<file path="src/rtl/core/dct_pkg.sv">
package dct_pkg;

   localparam int BLOCK_SIZE_DEF    = 8;
   localparam int COS_FRAC_BITS_DEF = 14;
   localparam int PIXEL_W           = 8;
   localparam int COEF_W            = 16;
   localparam int FREQ_W            = 3;
   localparam int ROW_W             = 32;
   localparam int ACC_W             = 56;

   // cos(k*pi/16) for k = 0..8 in Q2.30
   function automatic logic [31:0] cos_q30(input logic [3:0] k);
      logic [31:0] r;
      case (k)
         4'd0:    r = 32'd1073741824;
         4'd1:    r = 32'd1053110176;
         4'd2:    r = 32'd992008094;
         4'd3:    r = 32'd892783698;
         4'd4:    r = 32'd759250125;
         4'd5:    r = 32'd596538995;
         4'd6:    r = 32'd410903207;
         4'd7:    r = 32'd209476638;
         default: r = 32'd0;
      endcase
      return r;
   endfunction

   // signed basis weight W(k,n) in Q1.fb, 20 bits wide
   function automatic logic signed [19:0] weight(input logic [2:0] k, input logic [2:0] n,
                                                 input int fb);
      logic [5:0]  m;
      logic        neg;
      logic [31:0] base;
      logic [31:0] r;
      m   = 6'((({3'd0, n} * 6'd2 + 6'd1) * {3'd0, k}) % 32);
      neg = 1'b0;
      if (m > 6'd16) m = 6'd32 - m;
      if (m > 6'd8) begin
         m   = 6'd16 - m;
         neg = 1'b1;
      end
      base = (k == 3'd0) ? cos_q30(4'd4) : cos_q30(m[3:0]);
      r    = (base + (32'd1 << (29 - fb))) >> (30 - fb);
      return neg ? -$signed(20'(r)) : $signed(20'(r));
   endfunction

   typedef struct packed {
      logic       load;
      logic       row_mac;
      logic       row_store;
      logic       col_mac;
      logic       clear;
      logic [5:0] lidx;
      logic [2:0] a;
      logic [2:0] b;
      logic [2:0] k;
   } dct_cmd_type;

endpackage

</file>
<file path="src/rtl/core/dct_datapath.sv">
module dct_datapath
   import dct_pkg::*;
#(
   parameter int COS_FRAC_BITS = COS_FRAC_BITS_DEF
) (
   input  logic                     clock,
   input  logic [PIXEL_W-1:0]       pixel,
   input  dct_cmd_type              cmd,
   output logic signed [COEF_W-1:0] coefficient
);
   localparam int SH = 2 * COS_FRAC_BITS - 2;

   logic [PIXEL_W-1:0]    pix_mem [64];
   logic signed [ROW_W-1:0] row_mem [64];
   logic [PIXEL_W-1:0]    pix_rd_ff;
   logic signed [ROW_W-1:0] row_rd_ff;
   logic signed [ACC_W-1:0] acc_ff, acc_in;
   logic signed [ACC_W-1:0] prod;
   logic signed [19:0]      w_ff;
   logic                    rmac_ff, cmac_ff;
   logic signed [ACC_W-1:0] rnd;
   logic signed [ACC_W-1:0] q;

   // store pixels and row results, read operands with a registered port
   always_ff @(posedge clock) begin
      if (cmd.load) pix_mem[cmd.lidx] <= pixel;
      pix_rd_ff <= pix_mem[{cmd.a, cmd.b}];
      row_rd_ff <= row_mem[{cmd.b, cmd.a}];
      w_ff      <= weight(cmd.k, cmd.b, COS_FRAC_BITS);
      rmac_ff   <= cmd.row_mac;
      cmac_ff   <= cmd.col_mac;
      if (cmd.row_store) row_mem[{cmd.lidx}] <= ROW_W'(acc_ff);
   end

   always_comb begin
      prod = '0;
      if (rmac_ff) prod = ACC_W'($signed({1'b0, pix_rd_ff})) * ACC_W'(w_ff);
      else if (cmac_ff) prod = ACC_W'(row_rd_ff) * ACC_W'(w_ff);
      acc_in = acc_ff;
      if (cmd.clear) acc_in = '0;
      else if (rmac_ff || cmac_ff) acc_in = acc_ff + prod;
   end

   always_ff @(posedge clock) begin
      acc_ff <= acc_in;
   end

   // round half up and saturate
   always_comb begin
      rnd = acc_ff + (ACC_W'(1) <<< (SH - 1));
      q   = rnd >>> SH;
      if (q > ACC_W'(32767)) coefficient = 16'sh7fff;
      else if (q < ACC_W'(-32768)) coefficient = 16'sh8000;
      else coefficient = COEF_W'(q);
   end
endmodule

</file>
<file path="config.mk">
export PLATFORM = sky130hd
export DESIGN_NAME = dct_datapath
export DESIGN_NICKNAME = d
export VERILOG_FILES = /design/src/rtl/core/dct_pkg.sv /design/src/rtl/core/dct_datapath.sv
export SDC_FILE = /design/constraint.sdc
export NUM_CORES = 2
export LEC_CHECK = 0
export ABC_CLOCK_PERIOD_IN_PS = 11500
export BUFFER_PORTS_ARGS = -buffer_cell sky130_fd_sc_hd__buf_2
export CORE_MARGIN = 4
export CORE_UTILIZATION = 64
export DETAILED_ROUTE_END_ITERATION = 8
export PLACE_DENSITY = 0.8
export SKIP_CTS_REPAIR_TIMING = 1
export SYNTH_ARGS = -nofsm -noshare
export SYNTH_HDL_FRONTEND = slang
export SYNTH_SLANG_ARGS = --single-unit
</file>
<file path="constraint.sdc">
create_clock -name clock -period 11.5 [get_ports clock]
set_input_delay 0 -clock clock [delete_from_list [all_inputs] [get_ports clock]]
set_output_delay 0 -clock clock [all_outputs]
set_load 0.01 [all_outputs]
</file>
==> metrics.cfg <==
[run_status]
status = finished clean

[layout]
mostFrequentLayoutCells = 2560 x edfxtp_1, 904 x inv_1, 841 x mux4_2
regArea_sq_mm = 0.0793
nFillCells = 11900
nets = 9197
multiInputGateArea_sq_mm = 0.0502
area_growth_pct = 9.73
final_common_cell = edfxtp_1
layout-drive-gt1-share_pct = 19.1

[clock_network]
cts.clk_slew.worst_paths_ns = 0.07
cts_max_path_buffers = 4
cts-root-buf = clkbuf_16
cts_tree = done
htree_levels = 5
insertion_delay_ns = 0.96
numCtsBuffers = 281
clock-sinks = 2678

[yosys]
synth_cell_types = 100
synth_enable_flop_cells = 2560
syn_area_per_cell_sq_um = 16.6
synth_nets = 9109
yosysWarnings = 0
async_reset_ff_share_pct = 0
synth_ff_type = edfxtp_1
synth_top_area_share_pct = 57.4
synth_top_cell_by_area = edfxtp_1
ys_ff_latch = 2678
synth_top_cells_by_area = edfxtp_1 57%, mux4_2 14%, fa_1 11%
seq_area_frac_synth_pct = 59.1
syn_area_sq_mm = 0.134
synthCells = 8063

[detailed_routing]
vias = 79000
drtPass1Iterations = 9
top_layer_used = met5
ant_nets = 0
drt_wl_total_microns = 393000
drc_errors = 0
viasPerCell = 7.08
routedLengthMet1_microns = 132000
drt-initial-drc-count = 12500
met2_wirelength_microns = 188000
drt-wirelength-per-cell_microns = 35.2
route.met3.wl_microns = 51300

[worst_setup_path]
crit_arrival_ns = 11.75
endpoint_kind = flip-flop
crit_path_start_kind = flip-flop
r2r-start = w_ff[10]$_DFF_P_
path_class = flip-flop to flip-flop
rr_worst_depth = 34
worst_path_most_repeated_cell = fa_1
slowest_delay_ns = 1.06
rrSetupSlack_ns = 0.54
cp_slowest_cell = dfxtp_1
cp.required_ns = 12.29
path_max_fanout = 27
r2r-end = acc_ff[55]$_SDFFE_PP0P_

[sta]
fmax_ghz = 0.0913
hold_violations = 0
rsz0062_at_grt = no
drv_slew = 0
post-route-min-period_ns = 10.96
relSlewSlack_pct = 2.66
worst_slew_pin_slew_ns = 1.46
fin_tns_setup_ns = 0
finalCritPeriodShare_pct = 95.3
setup_viol = 0
fin_worst_skew_ns = 0.0826

[placement]
routabilityCongestion = 0.951
port_buffers = 44
dpl.hpwl_microns = 211000

[die]
io_pins = 45
fp.coreArea_sq_mm = 0.208
core.rowCount = 167
chipWidth_microns = 466
fp.dieH_microns = 466
start_util_pct = 64.5
fp.dieArea_sq_mm = 0.217

[global_routing]
grt_max_degree = 161
grt_antenna_before_repair = 41
grt_use_total_pct = 36.9
grt-ovfl-total = 0
grt_pass1_vias = 81100
grt_pass1_wl_microns = 577000

[worst_hold_path]
holdPathEnd = pix_mem[25][4]$_DFFE_PP_
hold_start = cmd[13]
min_path_type = primary input to flip-flop
worstHoldPathCells = 3

[flow_run]
cap_viol_max_count = 0

-- per-stage QoR --
step                      utilization [%]  hold slack (ns)  cells  instance area [sq um]  setup slack, ns
after floorplan                         -           0.0277   8063                 134000             2.39
after global placement               66.4            0.103  10600                 138000            0.787
after detailed placement             66.4            0.104  10600                 138000            0.756
after CTS                            70.7           -0.810  11100                 147000            0.560
after global routing                 70.8           0.0327  11100                 147000           0.0190
final                                70.8           0.0411  11200                 147000            0.542
-- worst max-delay path: cells and delay by family (launching register included) --
kind,cells,cell delay [ns]
buffers and inverters,5,0.60
multiplexers,1,0.54
XOR/XNOR,1,0.16
adder cells (fa/ha/maj),9,4.16
flip-flops,1,1.06
AND/OR/NAND/NOR,6,1.36
AO/OA/AOI/OAI,12,2.93
-- routing by layer --
metal	vias to the layer above	track usage [%]
met5	-	0
met4	42	16.1
met3	1487	9.40
met2	7124	57.6
met1	40500	50.1
li1	29800	-
-- cells in the mapped netlist (7+ instances only) --
cell	number
o21a_1	10
buf_1	91
nor2_1	249
nand3b_1	11
nand3_1	56
and3_1	26
and2_1	428
a31oi_1	25
a31o_2	8
xor2_1	62
o21ai_0	109
nor2b_1	18
or3_1	15
nand4_1	26
nand2b_1	20
fa_1	766
xnor2_1	91
buf_2	11
a21o_1	74
edfxtp_1	2560
ha_1	251
nor4_1	7
nand2_1	543
clkbuf_1	327
dfxtp_1	118
mux4_2	841
o211ai_1	16
o21bai_1	16
o22ai_1	22
a21oi_1	180
o31ai_1	10
a211oi_1	16
inv_1	904
nor3_1	24
-- registers in the layout (all words and copies together) (netlist names) --
register	count
rmac_ff	1
row_mem	2048
w_ff	20
row_rd_ff	32
pix_rd_ff	8
acc_ff	56
pix_mem	512
cmac_ff	1
-- kinds of logic (layout without fill, tap and decap cells) --
group                      after synthesis  after routing  synth area share (%)
adders and majority gates             1017           1017                  13.8
DFF                                   2678           2678                  59.1
other                                    0             14                     0
buffers and inverters                 1337           1623                  3.76
AOI/OAI and AO/OA                      562            562                  2.72
muxes                                  848            848                  14.2
and+or+nand+nor                       1464           1464                  5.35
xor gates and xnor gates               157            157                  1.06
-- cell type report --
| type | count | share of cell area (%) |
|---|---|---|
| Antenna cell | 14 | 0.0238 |
| Clock buffer | 329 | 4.95 |
| Clock inverter | 152 | 1.02 |
| Inverter | 905 | 2.31 |
| Multi-Input combinational cell | 4048 | 34.2 |
| Sequential cell | 2678 | 53.9 |
| Tap cell | 2788 | 2.37 |
| Timing Repair Buffer | 237 | 1.24 |
-- how the worst max path moves through the flow --
stage                     slack, ns  cells past startpoint              from                      end
after floorplan                2.39                     33   w_ff[5]$_DFF_P_  acc_ff[55]$_SDFFE_PP0P_
after global placement         0.79                     35   w_ff[4]$_DFF_P_  acc_ff[55]$_SDFFE_PP0P_
after detailed placement       0.76                     35   w_ff[4]$_DFF_P_  acc_ff[55]$_SDFFE_PP0P_
after CTS                      0.56                     34   w_ff[7]$_DFF_P_  acc_ff[55]$_SDFFE_PP0P_
after global routing           0.02                     35   w_ff[3]$_DFF_P_  acc_ff[55]$_SDFFE_PP0P_
final                          0.54                     34  w_ff[10]$_DFF_P_  acc_ff[55]$_SDFFE_PP0P_
Power is left out: the tool's default activity adds up to more than one toggle a clock period on the data nets, which glitch-free logic cannot reach.
