File: config.mk
export PLATFORM = sky130hd
export DESIGN_NAME = dct_control
export DESIGN_NICKNAME = d
export VERILOG_FILES = /design/src/rtl/core/dct_pkg.sv /design/src/rtl/core/dct_control.sv
export SDC_FILE = /design/constraint.sdc
export NUM_CORES = 1
export LEC_CHECK = 0
export BUFFER_PORTS_ARGS = -buffer_cell sky130_fd_sc_hd__buf_2
export CAP_MARGIN = 20
export CORE_MARGIN = 2
export CORE_UTILIZATION = 44
export DETAILED_ROUTE_END_ITERATION = 8
export GPL_TIMING_DRIVEN = 0
export PLACE_DENSITY = 0.75
export SYNTH_ARGS = -nofsm -noshare
export SYNTH_HDL_FRONTEND = slang
export SYNTH_SLANG_ARGS = --single-unit
File: constraint.sdc
create_clock -name clock -period 1.71 [get_ports clock]
set_input_delay 0.342 -clock clock [delete_from_list [all_inputs] [get_ports clock]]
set_output_delay 0.342 -clock clock [all_outputs]
set_load 0.1 [all_outputs]
File: src/rtl/core/dct_pkg.sv
package dct_pkg;

   localparam int BLOCK_SIZE_DEF    = 8;
   localparam int COS_FRAC_BITS_DEF = 14;
   localparam int PIXEL_W           = 8;
   localparam int COEF_W            = 16;
   localparam int FREQ_W            = 3;
   localparam int ROW_W             = 32;
   localparam int ACC_W             = 56;

   // cos(k*pi/16) for k = 0..8 in Q2.30
   function automatic logic [31:0] cos_q30(input logic [3:0] k);
      logic [31:0] r;
      case (k)
         4'd0:    r = 32'd1073741824;
         4'd1:    r = 32'd1053110176;
         4'd2:    r = 32'd992008094;
         4'd3:    r = 32'd892783698;
         4'd4:    r = 32'd759250125;
         4'd5:    r = 32'd596538995;
         4'd6:    r = 32'd410903207;
         4'd7:    r = 32'd209476638;
         default: r = 32'd0;
      endcase
      return r;
   endfunction

   // signed basis weight W(k,n) in Q1.fb, 20 bits wide
   function automatic logic signed [19:0] weight(input logic [2:0] k, input logic [2:0] n,
                                                 input int fb);
      logic [5:0]  m;
      logic        neg;
      logic [31:0] base;
      logic [31:0] r;
      m   = 6'((({3'd0, n} * 6'd2 + 6'd1) * {3'd0, k}) % 32);
      neg = 1'b0;
      if (m > 6'd16) m = 6'd32 - m;
      if (m > 6'd8) begin
         m   = 6'd16 - m;
         neg = 1'b1;
      end
      base = (k == 3'd0) ? cos_q30(4'd4) : cos_q30(m[3:0]);
      r    = (base + (32'd1 << (29 - fb))) >> (30 - fb);
      return neg ? -$signed(20'(r)) : $signed(20'(r));
   endfunction

   typedef struct packed {
      logic       load;
      logic       row_mac;
      logic       row_store;
      logic       col_mac;
      logic       clear;
      logic [5:0] lidx;
      logic [2:0] a;
      logic [2:0] b;
      logic [2:0] k;
   } dct_cmd_type;

endpackage

File: src/rtl/core/dct_control.sv
module dct_control
   import dct_pkg::*;
(
   input  logic              clock,
   input  logic              reset,
   input  logic              in_valid,
   output logic              in_ready,
   output logic              out_valid,
   input  logic              out_ready,
   output logic [FREQ_W-1:0] row_freq,
   output logic [FREQ_W-1:0] col_freq,
   output logic              last,
   output dct_cmd_type       cmd
);
   localparam logic [2:0] S_LOAD = 3'd0, S_ROW = 3'd1, S_RWB = 3'd2, S_COL = 3'd3,
                          S_CWB = 3'd4, S_OUT = 3'd5;

   logic [2:0] state_ff, state_in;
   logic [5:0] cnt_ff, cnt_in;   // load index or (row,col) target
   logic [3:0] step_ff, step_in; // tap 0..7 plus drain

   always_comb begin
      state_in = state_ff;
      cnt_in   = cnt_ff;
      step_in  = step_ff;
      cmd      = '0;
      cmd.lidx = cnt_ff;
      cmd.k    = (state_ff == S_ROW) ? cnt_ff[2:0] : cnt_ff[5:3];
      cmd.a    = (state_ff == S_ROW) ? cnt_ff[5:3] : cnt_ff[2:0];
      cmd.b    = step_ff[2:0];
      in_ready  = (state_ff == S_LOAD);
      out_valid = (state_ff == S_OUT);
      unique case (state_ff)
         S_LOAD: if (in_valid) begin
            cmd.load = 1'b1;
            cnt_in   = cnt_ff + 6'd1;
            if (cnt_ff == 6'd63) begin
               state_in = S_ROW;
               step_in  = '0;
               cmd.clear = 1'b1;
            end
         end
         S_ROW, S_COL: begin
            // issue one tap per cycle; the drain step (step 8) only drains the last product
            if (step_ff[3] == 1'b0) begin
               if (state_ff == S_ROW) cmd.row_mac = 1'b1;
               else cmd.col_mac = 1'b1;
            end
            step_in = step_ff + 4'd1;
            if (step_ff == 4'd8) state_in = (state_ff == S_ROW) ? S_RWB : S_CWB;
         end
         S_RWB: begin
            cmd.row_store = 1'b1;
            cmd.clear     = 1'b1;
            step_in       = '0;
            cnt_in        = cnt_ff + 6'd1;
            state_in      = (cnt_ff == 6'd63) ? S_COL : S_ROW;
         end
         S_CWB: state_in = S_OUT;
         S_OUT: if (out_ready) begin
            cmd.clear = 1'b1;
            step_in   = '0;
            cnt_in    = cnt_ff + 6'd1;
            state_in  = (cnt_ff == 6'd63) ? S_LOAD : S_COL;
         end
         default: state_in = S_LOAD;
      endcase
   end

   // the operand address is fed in the cycle before the multiply
   // so rmac/cmac in the datapath are asserted in the cycle after the issue
   assign row_freq = cnt_ff[5:3];
   assign col_freq = cnt_ff[2:0];
   assign last     = (cnt_ff == 6'd63);

   always_ff @(posedge clock) begin
      if (reset) begin
         state_ff <= S_LOAD;
         cnt_ff   <= '0;
         step_ff  <= '0;
      end else begin
         state_ff <= state_in;
         cnt_ff   <= cnt_in;
         step_ff  <= step_in;
      end
   end

   a_ready_load: assert property (@(posedge clock) disable iff (reset)
      in_ready |-> !out_valid) else $error("ready while emitting");
   a_wrap: assert property (@(posedge clock) disable iff (reset)
      (state_ff == S_LOAD && in_valid && cnt_ff == 6'd63) |=> state_ff == S_ROW)
      else $error("block not started");
   a_last: assert property (@(posedge clock) disable iff (reset)
      (out_valid && out_ready && last) |=> in_ready) else $error("no return to load");
endmodule

==> qor.csv, run 1 <==
stage,metric,value,unit
outcome,status,"finished, violations left",
outcome,failing checks,setup timing,
global_routing,first-pass GRT wire length,4850,um
detailed_routing,Vias/cell,5.723,
setup_path,worst path required time,1370,ps
die,die area,0.002515,mm^2
layout,Layout area overhead,93.46,%
die,die height,50.15,um
setup_path,CP Class,flop to primary output,
timing,Final Critical Period,2059,ps
layout,Nets,187,
timing,Least-Margin Pin Slew,556.2,ps
synthesis,mean area per synthesized cell,8.079,um^2
timing,Setup TNS Final,-3097,ps
die,Initial Util,47.29,%
die,Die W,50.15,um
synthesis,Synth area leaders,"dfxtp_1, buf_4, mux2_2",
clock_tree,CTS max path bufs,2,
clock_tree,H-tree levels,1,
synthesis,largest area contributor in the netlist,dfxtp_1,
power_and_ir_drop,Power per Cell Area,420.6,mW/mm^2
setup_path,Reg2Reg Depth,7,
clock_tree,clock root buffer,clkbuf_4,
power_and_ir_drop,Peak supply drop,488.9,uV
place,Port Buf Inserts,32,
timing,Max Freq,0.4858,GHz
synthesis,Post-synth EDFFs,0,
setup_path,CP bufs+invs,2,
global_routing,overflow left after global routing,0,
timing,"Hold Vio Cnt, Final",0,
global_routing,initial antenna violation count,0,
detailed_routing,total wire length,3766,um
die,standard-cell rows,16,
clock_tree,clock sink count,13,
timing,Final Max Tran Viols,0,
layout,"Core Util, Final",91.48,%
synthesis,Post-synth ARST share,0,%
clock_tree,clk_lat worst skew,290,ps
setup_path,CP endpoint kind,primary output,
synthesis,Yosys reg bits,13,
synthesis,Syn Nets,123,
layout,layout cells sized above 1,65.36,%
layout,ant diodes,0,
setup_path,crit start category,flop,
global_routing,number of global-route vias before repair,1061,
timing,Layout Skew,8.909,ps
die,Top-Level Pins,33,
clock_tree,CTS Buf Count,3,
timing,Setup-failing EPs final,14,
setup_path,"Slowest-stage cell, CP",dfxtp_4,
timing,period utilization,120.4,%
worst_hold_path,hold path depth,4,
detailed_routing,Antenna Nets Post-Route,0,
place,gpl congestion,0.8116,
layout,Final Instance Count excl. Fillers,206,
setup_path,cells along the critical path,"or2b_4, nor2_4, buf_12, mux2_4, buf_12",
synthesis,synthesized cell area,937.1,um^2
timing,slack of the critical path,-348.6,ps
detailed_routing,Residual DRC,0,
global_routing,largest net degree at the start of global routing,11,
detailed_routing,Starting DRT DRC Count,39,
timing,unrepaired setup endpoints after global routing,yes,
setup_path,CP dominant cell by count,buf_12,
place,Setup Slack @ Placement,-451.6,ps
power_and_ir_drop,total power,0.7626,mW
die,Core Box Area,0.001982,mm^2
setup_path,Crit path max-delay family,simple AND/OR/NAND/NOR gates,
global_routing,GR Util All Layers,25.44,%
timing,max_slew headroom,62.92,%
clock_tree,CTS tree,yes,
power_and_ir_drop,leakage power,0.8459,nW
setup_path,Critical Path AT,1720,ps
setup_path,instance count on the critical path,5,
clock_tree,hold buffers post-CTS,0,
synthesis,Mapped Cells,116,
place,Placed Cells,175,
detailed_routing,vias after detailed routing,1179,
setup_path,max incr delay on CP,380,ps
detailed_routing,detailed-router iteration count before antenna repair,4,
flow_run,max-cap violations,0,
synthesis,ys flop type,dfxtp_1,
synthesis,Netlist cell types,39,
synthesis,sequential cell area fraction in the yosys report,27.77,%
place,HPWL after detailed placement,1697,um
setup_path,Worst Path Max Fanout,7,
worst_hold_path,Hold/Removal Path Class,input port to flop,
clock_tree,clk slew on worst S/H paths,90,ps
synthesis,synth warn,0,
detailed_routing,WL per Instance,18.28,um
synthesis,share of the synthesized area in the top cell type,27.77,%
==> report_power, final <==
part           total (mW)  leakage (nW)  internal, mW  switching, mW
clock               0.207        0.0150        0.0908          0.116
combinational       0.247         0.719        0.0734          0.174
sequential          0.308         0.111         0.301        0.00715
total               0.763         0.846         0.465          0.298
==> sequential cells by signal (all words and copies together) (netlist names) <==
register / count
state_ff: 3
step_ff: 4
cnt_ff: 6
==> through the flow <==
stage | hold slack (ps) | instance area, um^2
2_1_floorplan | 488.3 | 1097
3_3_place_gp | 509.4 | 1291
3_5_place_dp | 520.6 | 1291
4_1_cts | 375.3 | 1657
5_1_grt | 456.2 | 1813
6_report | 429.0 | 1813
==> layout make-up <==
cell class                 instances  area [um^2]
multi-input combinational         77        698.2
clock buffer                       4        26.28
timing repair buffer              61        609.3
tap                               27        33.78
buffer                            13        107.6
fill                              71        168.9
sequential                        13        289.0
inverter                          11        48.80
==> final timing paths <==
kind,startpoint,endpoint,slack [ps]
hold / removal,reset,state_ff[0],430
setup reg to reg,state_ff[1],cnt_ff[5],-80
setup / recovery,state_ff[2],cmd[0],-350
hold reg to reg,cnt_ff[5],cnt_ff[5],560
==> metal layers <==
metal	global-route usage (%)	vias up	part of all wire [%]
met2	47.37	63	53
met5	0	-	0
li1	-	537	-
met4	12.50	0	3.4
met1	28.46	561	38
met3	2.381	18	5.8
==> synthesized netlist by cell type (2+ instances only) <==
cell type / n
nand3_1: 3
nor2_1: 8
dfxtp_1: 13
o21ai_0: 8
a21oi_1: 9
clkbuf_1: 3
nor3_1: 4
nand2_1: 7
a211oi_1: 2
and2_1: 2
buf_4: 9
or3_2: 2
mux2_2: 5
buf_6: 3
nor2_2: 2
inv_1: 11
ha_1: 3
==> layout by cell type, fill, tap and decap left out, types with 2 or more instances in the layout <==
cell type,n
a211oi_1,2
a21oi_1,6
a21oi_2,3
and2_4,2
buf_12,14
buf_2,20
buf_4,30
buf_6,7
clkbuf_1,2
clkbuf_4,3
clkinvlp_4,2
dfxtp_1,4
dfxtp_2,2
dfxtp_4,7
ha_1,2
inv_1,9
mux2_4,5
nand2_1,5
nand2_4,2
nand3_1,3
nor2_1,8
nor3_4,4
o21ai_0,6
or3_4,2
==> logic make-up (layout without fill, tap and decap cells) <==
kind of cell             Yosys count  count (layout)  share of synthesized area (%)
buffers and inverters             26              89                          16.42
AO/OA/AOI/OAI                     32              32                          22.83
XOR/XNOR                           1               1                         0.9348
adder cells (fa/ha/maj)            3               3                          4.006
multiplexers                       6               6                          7.076
AND/OR/NAND/NOR                   35              35                          20.96
flip-flops                        13              13                          27.77
==> worst reg2reg max path: cells and delay by family (launching register included) <==
family          cells  cell delay [ps]
buf+inv             3              380
simple gates        2              510
compound gates      2              480
flops               1              350
==> what timing repair did <==
action,in CTS,in global routing
pin swaps,10,12
setup endpoints to repair,14,18
hold endpoints to repair,0,0
cloned,1,1
setup buffers,14,14
gates resized for setup,59,22
(Power assumes the default switching activity.)
==> run 2: changes to the inputs <==
Settings changed: CORE_UTILIZATION 44 to 30, PLACE_DENSITY 0.75 to not set.
==> qor.csv, run 2 (same netlist as run 1, synthesis figures left out) <==
stage,metric,value,unit
place,Port Buf Inserts,32,
power_and_ir_drop,Power per Cell Area,421.9,mW/mm^2
worst_hold_path,hold path depth,4,
detailed_routing,Residual DRC,0,
detailed_routing,WL per Instance,14.11,um
timing,unrepaired setup endpoints after global routing,yes,
die,Initial Util,31.21,%
setup_path,CP Class,flop to primary output,
layout,Layout area overhead,89.45,%
global_routing,first-pass GRT wire length,4464,um
clock_tree,H-tree levels,1,
die,Core Box Area,0.003003,mm^2
die,Die W,59.89,um
clock_tree,clock sink count,13,
power_and_ir_drop,leakage power,0.8148,nW
clock_tree,clock root buffer,clkbuf_4,
place,gpl congestion,0.7910,
detailed_routing,Vias/cell,5.204,
die,standard-cell rows,20,
global_routing,number of global-route vias before repair,976,
detailed_routing,total wire length,2907,um
timing,Setup TNS Final,-2521,ps
outcome,failing checks,setup timing,
detailed_routing,vias after detailed routing,1072,
clock_tree,CTS Buf Count,3,
detailed_routing,Starting DRT DRC Count,28,
layout,Fillers,276,
timing,Final Critical Period,2003,ps
clock_tree,hold buffers post-CTS,0,
die,Top-Level Pins,33,
power_and_ir_drop,clock share of power,26.4,%
detailed_routing,detailed-router iteration count before antenna repair,4,
timing,max_slew headroom,63.61,%
power_and_ir_drop,Net Switching,0.2855,mW
global_routing,GR Util All Layers,16.70,%
worst_hold_path,hold path endpoint,step_ff[3],
setup_path,Worst Path Max Fanout,2,
timing,Layout Skew,0.7954,ps
worst_hold_path,hold_sp,reset,
timing,Max Freq,0.4993,GHz
layout,Nets,181,
setup_path,Reg2Reg Depth,6,
power_and_ir_drop,switching share of power,38.12,%
global_routing,overflow left after global routing,0,
layout,ant diodes,0,
clock_tree,CTS tree,yes,
setup_path,R2R setup slack,-90,ps
setup_path,CP startpoint,cnt_ff[1],
timing,period utilization,117.1,%
setup_path,crit start category,flop,
setup_path,r2r endpoint,cnt_ff[5],
outcome,status,"finished, violations left",
power_and_ir_drop,total power,0.7490,mW
layout,"commonest non-fill, non-tap cells in the layout","buf_4, buf_2, buf_12, buf_6, inv_1",
layout,Seq. cell area,289.0,um^2
timing,slack of the critical path,-292.9,ps
clock_tree,clk slew on worst S/H paths,80,ps
layout,Final Instance Count excl. Fillers,206,
power_and_ir_drop,Int Power,0.4635,mW
clock_tree,clk_lat worst skew,280,ps
layout,Multi-input gate area,676.9,um^2
power_and_ir_drop,sequential group share of total power,41.0,%
layout,"most common cell after layout, fill and taps aside",buf_4,
setup_path,worst path required time,1370,ps
die,die height,59.89,um
clock_tree,CTS max path bufs,2,
layout,Top Registers,"cnt_ff: 6 flops, step_ff: 4 flops, state_ff: 3 flops",
setup_path,CP endpoint kind,primary output,
detailed_routing,Antenna Nets Post-Route,0,
layout,layout cells sized above 1,63.01,%
timing,"Hold Vio Cnt, Final",0,
place,Placed Cells,181,
place,Setup Slack @ Placement,-450.4,ps
timing,Setup-failing EPs final,15,
global_routing,largest net degree at the start of global routing,11,
flow_run,max-cap violations,0,
power_and_ir_drop,Combinational Power Share,32.5,%
place,HPWL after detailed placement,1768,um
setup_path,Worst R2R Start,state_ff[0],
timing,Final Max Tran Viols,0,
global_routing,initial antenna violation count,0,
timing,Hold Slack,389.1,ps
layout,"Most flops, register",cnt_ff,
setup_path,Critical Path AT,1660,ps
timing,Least-Margin Pin Slew,545.8,ps
worst_hold_path,Hold/Removal Path Class,input port to flop,
power_and_ir_drop,Peak supply drop,446.5,uV
die,die area,0.003587,mm^2
layout,number of flip-flops in the largest register,6,
-- run 2: stage by stage --
step | instance area (um^2) | utilization (%)
finish | 1775 | 59.13
global route | 1775 | 59.13
CTS | 1683 | 56.04
detailed placement | 1299 | 43.25
global placement | 1299 | 43.25
floorplan | 1097 | -
-- run 2: power by group through the flow --
stage	Clock, mW	Combinational (mW)	Sequential (mW)
detailed placement	0	0.198	0.323
CTS	0.200	0.239	0.309
global route	0.218	0.253	0.308
floorplan	0	0.130	0.360
finish	0.198	0.244	0.307
global placement	0	0.196	0.322
-- run 2: cell type report --
class | instances | area share (%)
Buffer | 13 | 6.272
Multi-Input combinational cell | 77 | 38.13
Tap cell | 33 | 2.326
Inverter | 11 | 2.748
Sequential cell | 13 | 16.28
Timing Repair Buffer | 55 | 32.77
Clock buffer | 4 | 1.480
-- run 2: how the worst max path moves through the flow --
stage	end	slack [ps]
detailed placement	cmd[0]	-450
CTS	cmd[1]	-400
global placement	cmd[0]	-430
floorplan	cmd[15]	-810
global route	cmd[15]	-330
finish	cmd[15]	-290
-- run 2: routing by layer --
layer,vias up,global-route usage [%],wire (um)
li1,523,-,-
met1,502,18.90,1165
met2,42,30.75,1557
met3,5,2.381,141
met4,0,6.984,43
met5,-,0,0
-- run 2: worst max-delay path, stage by stage, from the launching register on --
cell        delay [ps]
dfxtp_4            360
ha_4               150
and4_4             150
nand2_4             70
clkinvlp_4         100
a221o_4            370
buf_12             170
-- run 2: what timing repair did --
| item | CTS | global route |
|---|---|---|
| resized for setup | 62 | 19 |
| setup endpoints to repair | 14 | 22 |
| setup buffers | 16 | 6 |
| pin swaps | 13 | 9 |
| cloned | 0 | 1 |
==> run 3: changes to the inputs <==
Settings changed: CORE_MARGIN 2 to 1, CORE_UTILIZATION 30 to 44, PLACE_DENSITY set to 0.75.
==> qor.csv, run 3 (same netlist as run 1, synthesis figures left out) <==
stage,metric,value,unit
layout,Top Registers,"cnt_ff: 6 flops, step_ff: 4 flops, state_ff: 3 flops",
timing,slack of the critical path,-386.8,ps
layout,Nets,181,
place,DP Area,0.001291,mm^2
place,gpl congestion,0.8497,
global_routing,initial antenna violation count,0,
die,Top-Level Pins,33,
timing,max_slew headroom,63.68,%
clock_tree,hold buffers post-CTS,0,
global_routing,largest net degree at the start of global routing,11,
timing,"Hold Vio Cnt, Final",0,
global_routing,GR Util All Layers,25.82,%
outcome,failing checks,setup timing,
worst_hold_path,hold_sp,reset,
detailed_routing,WL per Instance,18.30,um
setup_path,max incr delay on CP,440,ps
clock_tree,clock root buffer,clkbuf_4,
detailed_routing,Starting DRT DRC Count,35,
timing,Setup-failing EPs final,16,
outcome,status,"finished, violations left",
detailed_routing,Antenna Nets Post-Route,0,
setup_path,crit start category,flop,
detailed_routing,vias after detailed routing,1158,
flow_run,max-cap violations,0,
die,die area,0.002318,mm^2
clock_tree,CTS Buf Count,3,
layout,layout cells sized above 1,63.01,%
timing,unrepaired setup endpoints after global routing,yes,
die,die height,48.15,um
die,Initial Util,47.29,%
detailed_routing,Residual DRC,0,
clock_tree,H-tree levels,1,
layout,"most common cell after layout, fill and taps aside",buf_4,
layout,final instance area,0.001759,mm^2
layout,Layout area overhead,87.72,%
power_and_ir_drop,Peak supply drop,480.1,uV
timing,Layout Skew,3.590,ps
global_routing,first-pass GRT wire length,4077,um
global_routing,overflow left after global routing,0,
setup_path,cells along the critical path,"ha_4, and4_4, nand2_4, clkinvlp_4, a221o_4, buf_12",
setup_path,CP startpoint,cnt_ff[0],
die,Core Box Area,0.001982,mm^2
layout,"commonest non-fill, non-tap cells in the layout","buf_4, buf_2, buf_12, inv_1, buf_6",
layout,ant diodes,0,
detailed_routing,Met1 Wirelength,1333,um
setup_path,CP Class,flop to primary output,
clock_tree,clk_lat worst skew,280,ps
timing,period utilization,122.6,%
clock_tree,clock sink count,13,
power_and_ir_drop,leakage power,0.7997,nW
worst_hold_path,Hold/Removal Path Class,input port to flop,
clock_tree,CTS tree,yes,
clock_tree,clk slew on worst S/H paths,80,ps
setup_path,CP bufs+invs,2,
place,HPWL after detailed placement,1735,um
layout,number of flip-flops in the largest register,6,
power_and_ir_drop,Power per Cell Area,428.9,mW/mm^2
setup_path,Crit path max-delay family,compound AO/OA/AOI/OAI gates,
setup_path,Worst Path Max Fanout,3,
clock_tree,CTS max path bufs,2,
timing,Setup TNS Final,-3159,ps
place,Port Buf Inserts,32,
detailed_routing,DR WL met3,252,um
detailed_routing,Vias/cell,5.790,
die,standard-cell rows,16,
detailed_routing,top sig layer,met4,
detailed_routing,detailed-router iteration count before antenna repair,4,
detailed_routing,DR WL met2,1916,um
setup_path,"Slowest-stage cell, CP",a221o_4,
detailed_routing,total wire length,3660,um
die,Die W,48.15,um
setup_path,Critical Path AT,1750,ps
global_routing,number of global-route vias before repair,929,
setup_path,CP endpoint kind,primary output,
timing,Final Max Tran Viols,0,
setup_path,worst path required time,1370,ps
layout,"Most flops, register",cnt_ff,
timing,Max Freq,0.4769,GHz
setup_path,Worst R2R Start,state_ff[1],
timing,Least-Margin Pin Slew,544.8,ps
timing,Final Critical Period,2097,ps
run 3: layer usage:
metal	global-route usage [%]	vias to the layer above
li1	-	529
met1	27.70	541
met2	47.47	67
met3	4.444	21
met4	13.89	0
met5	0	-
run 3: worst paths after layout:
path,endpoint,cells past startpoint,slack (ps)
worst max-delay path,cmd[15],6,-390
worst min-delay path,step_ff[3],4,450
worst max register to register,cnt_ff[5],7,-90
worst min register to register,cnt_ff[4],2,560
run 3: layout make-up:
cell class,instances,area [um^2]
fill,97,222.7
multi-input combinational,77,668.1
sequential,13,289.0
timing repair buffer,55,580.6
tap,27,33.78
inverter,11,48.80
buffer,13,112.6
clock buffer,4,26.28
run 3: what timing repair did:
action / 4_1_cts / 5_1_grt
resized for setup: 52 / 31
setup endpoints to repair: 14 / 19
buffers inserted: 14 / 10
cloned: 0 / 1
pin swaps: 10 / 11
run 3: tightest hold or removal path, cell delays in order:
cell and delay (ps):
buf_2 110, inv_1 100, nand2_1 90, a21oi_1 40
run 3: through the flow:
stage,setup WS [ps],total power [mW],hold slack (ps),utilization (%),instances
after detailed placement,-446.0,0.5206,518.6,65.15,175
after global routing,-416.3,0.7754,456.5,88.76,200
final,-386.8,0.7546,454.4,88.76,200
after floorplan,-813.1,0.4898,488.3,-,116
after CTS,-397.2,0.7523,367.7,81.82,193
after global placement,-409.9,0.5176,510.2,65.15,175
run 3: power by group:
group | internal, mW | total [mW] | switching [mW]
logic | 0.0776 | 0.254 | 0.176
registers | 0.301 | 0.308 | 0.00692
clock network | 0.0904 | 0.193 | 0.102
total | 0.469 | 0.755 | 0.286
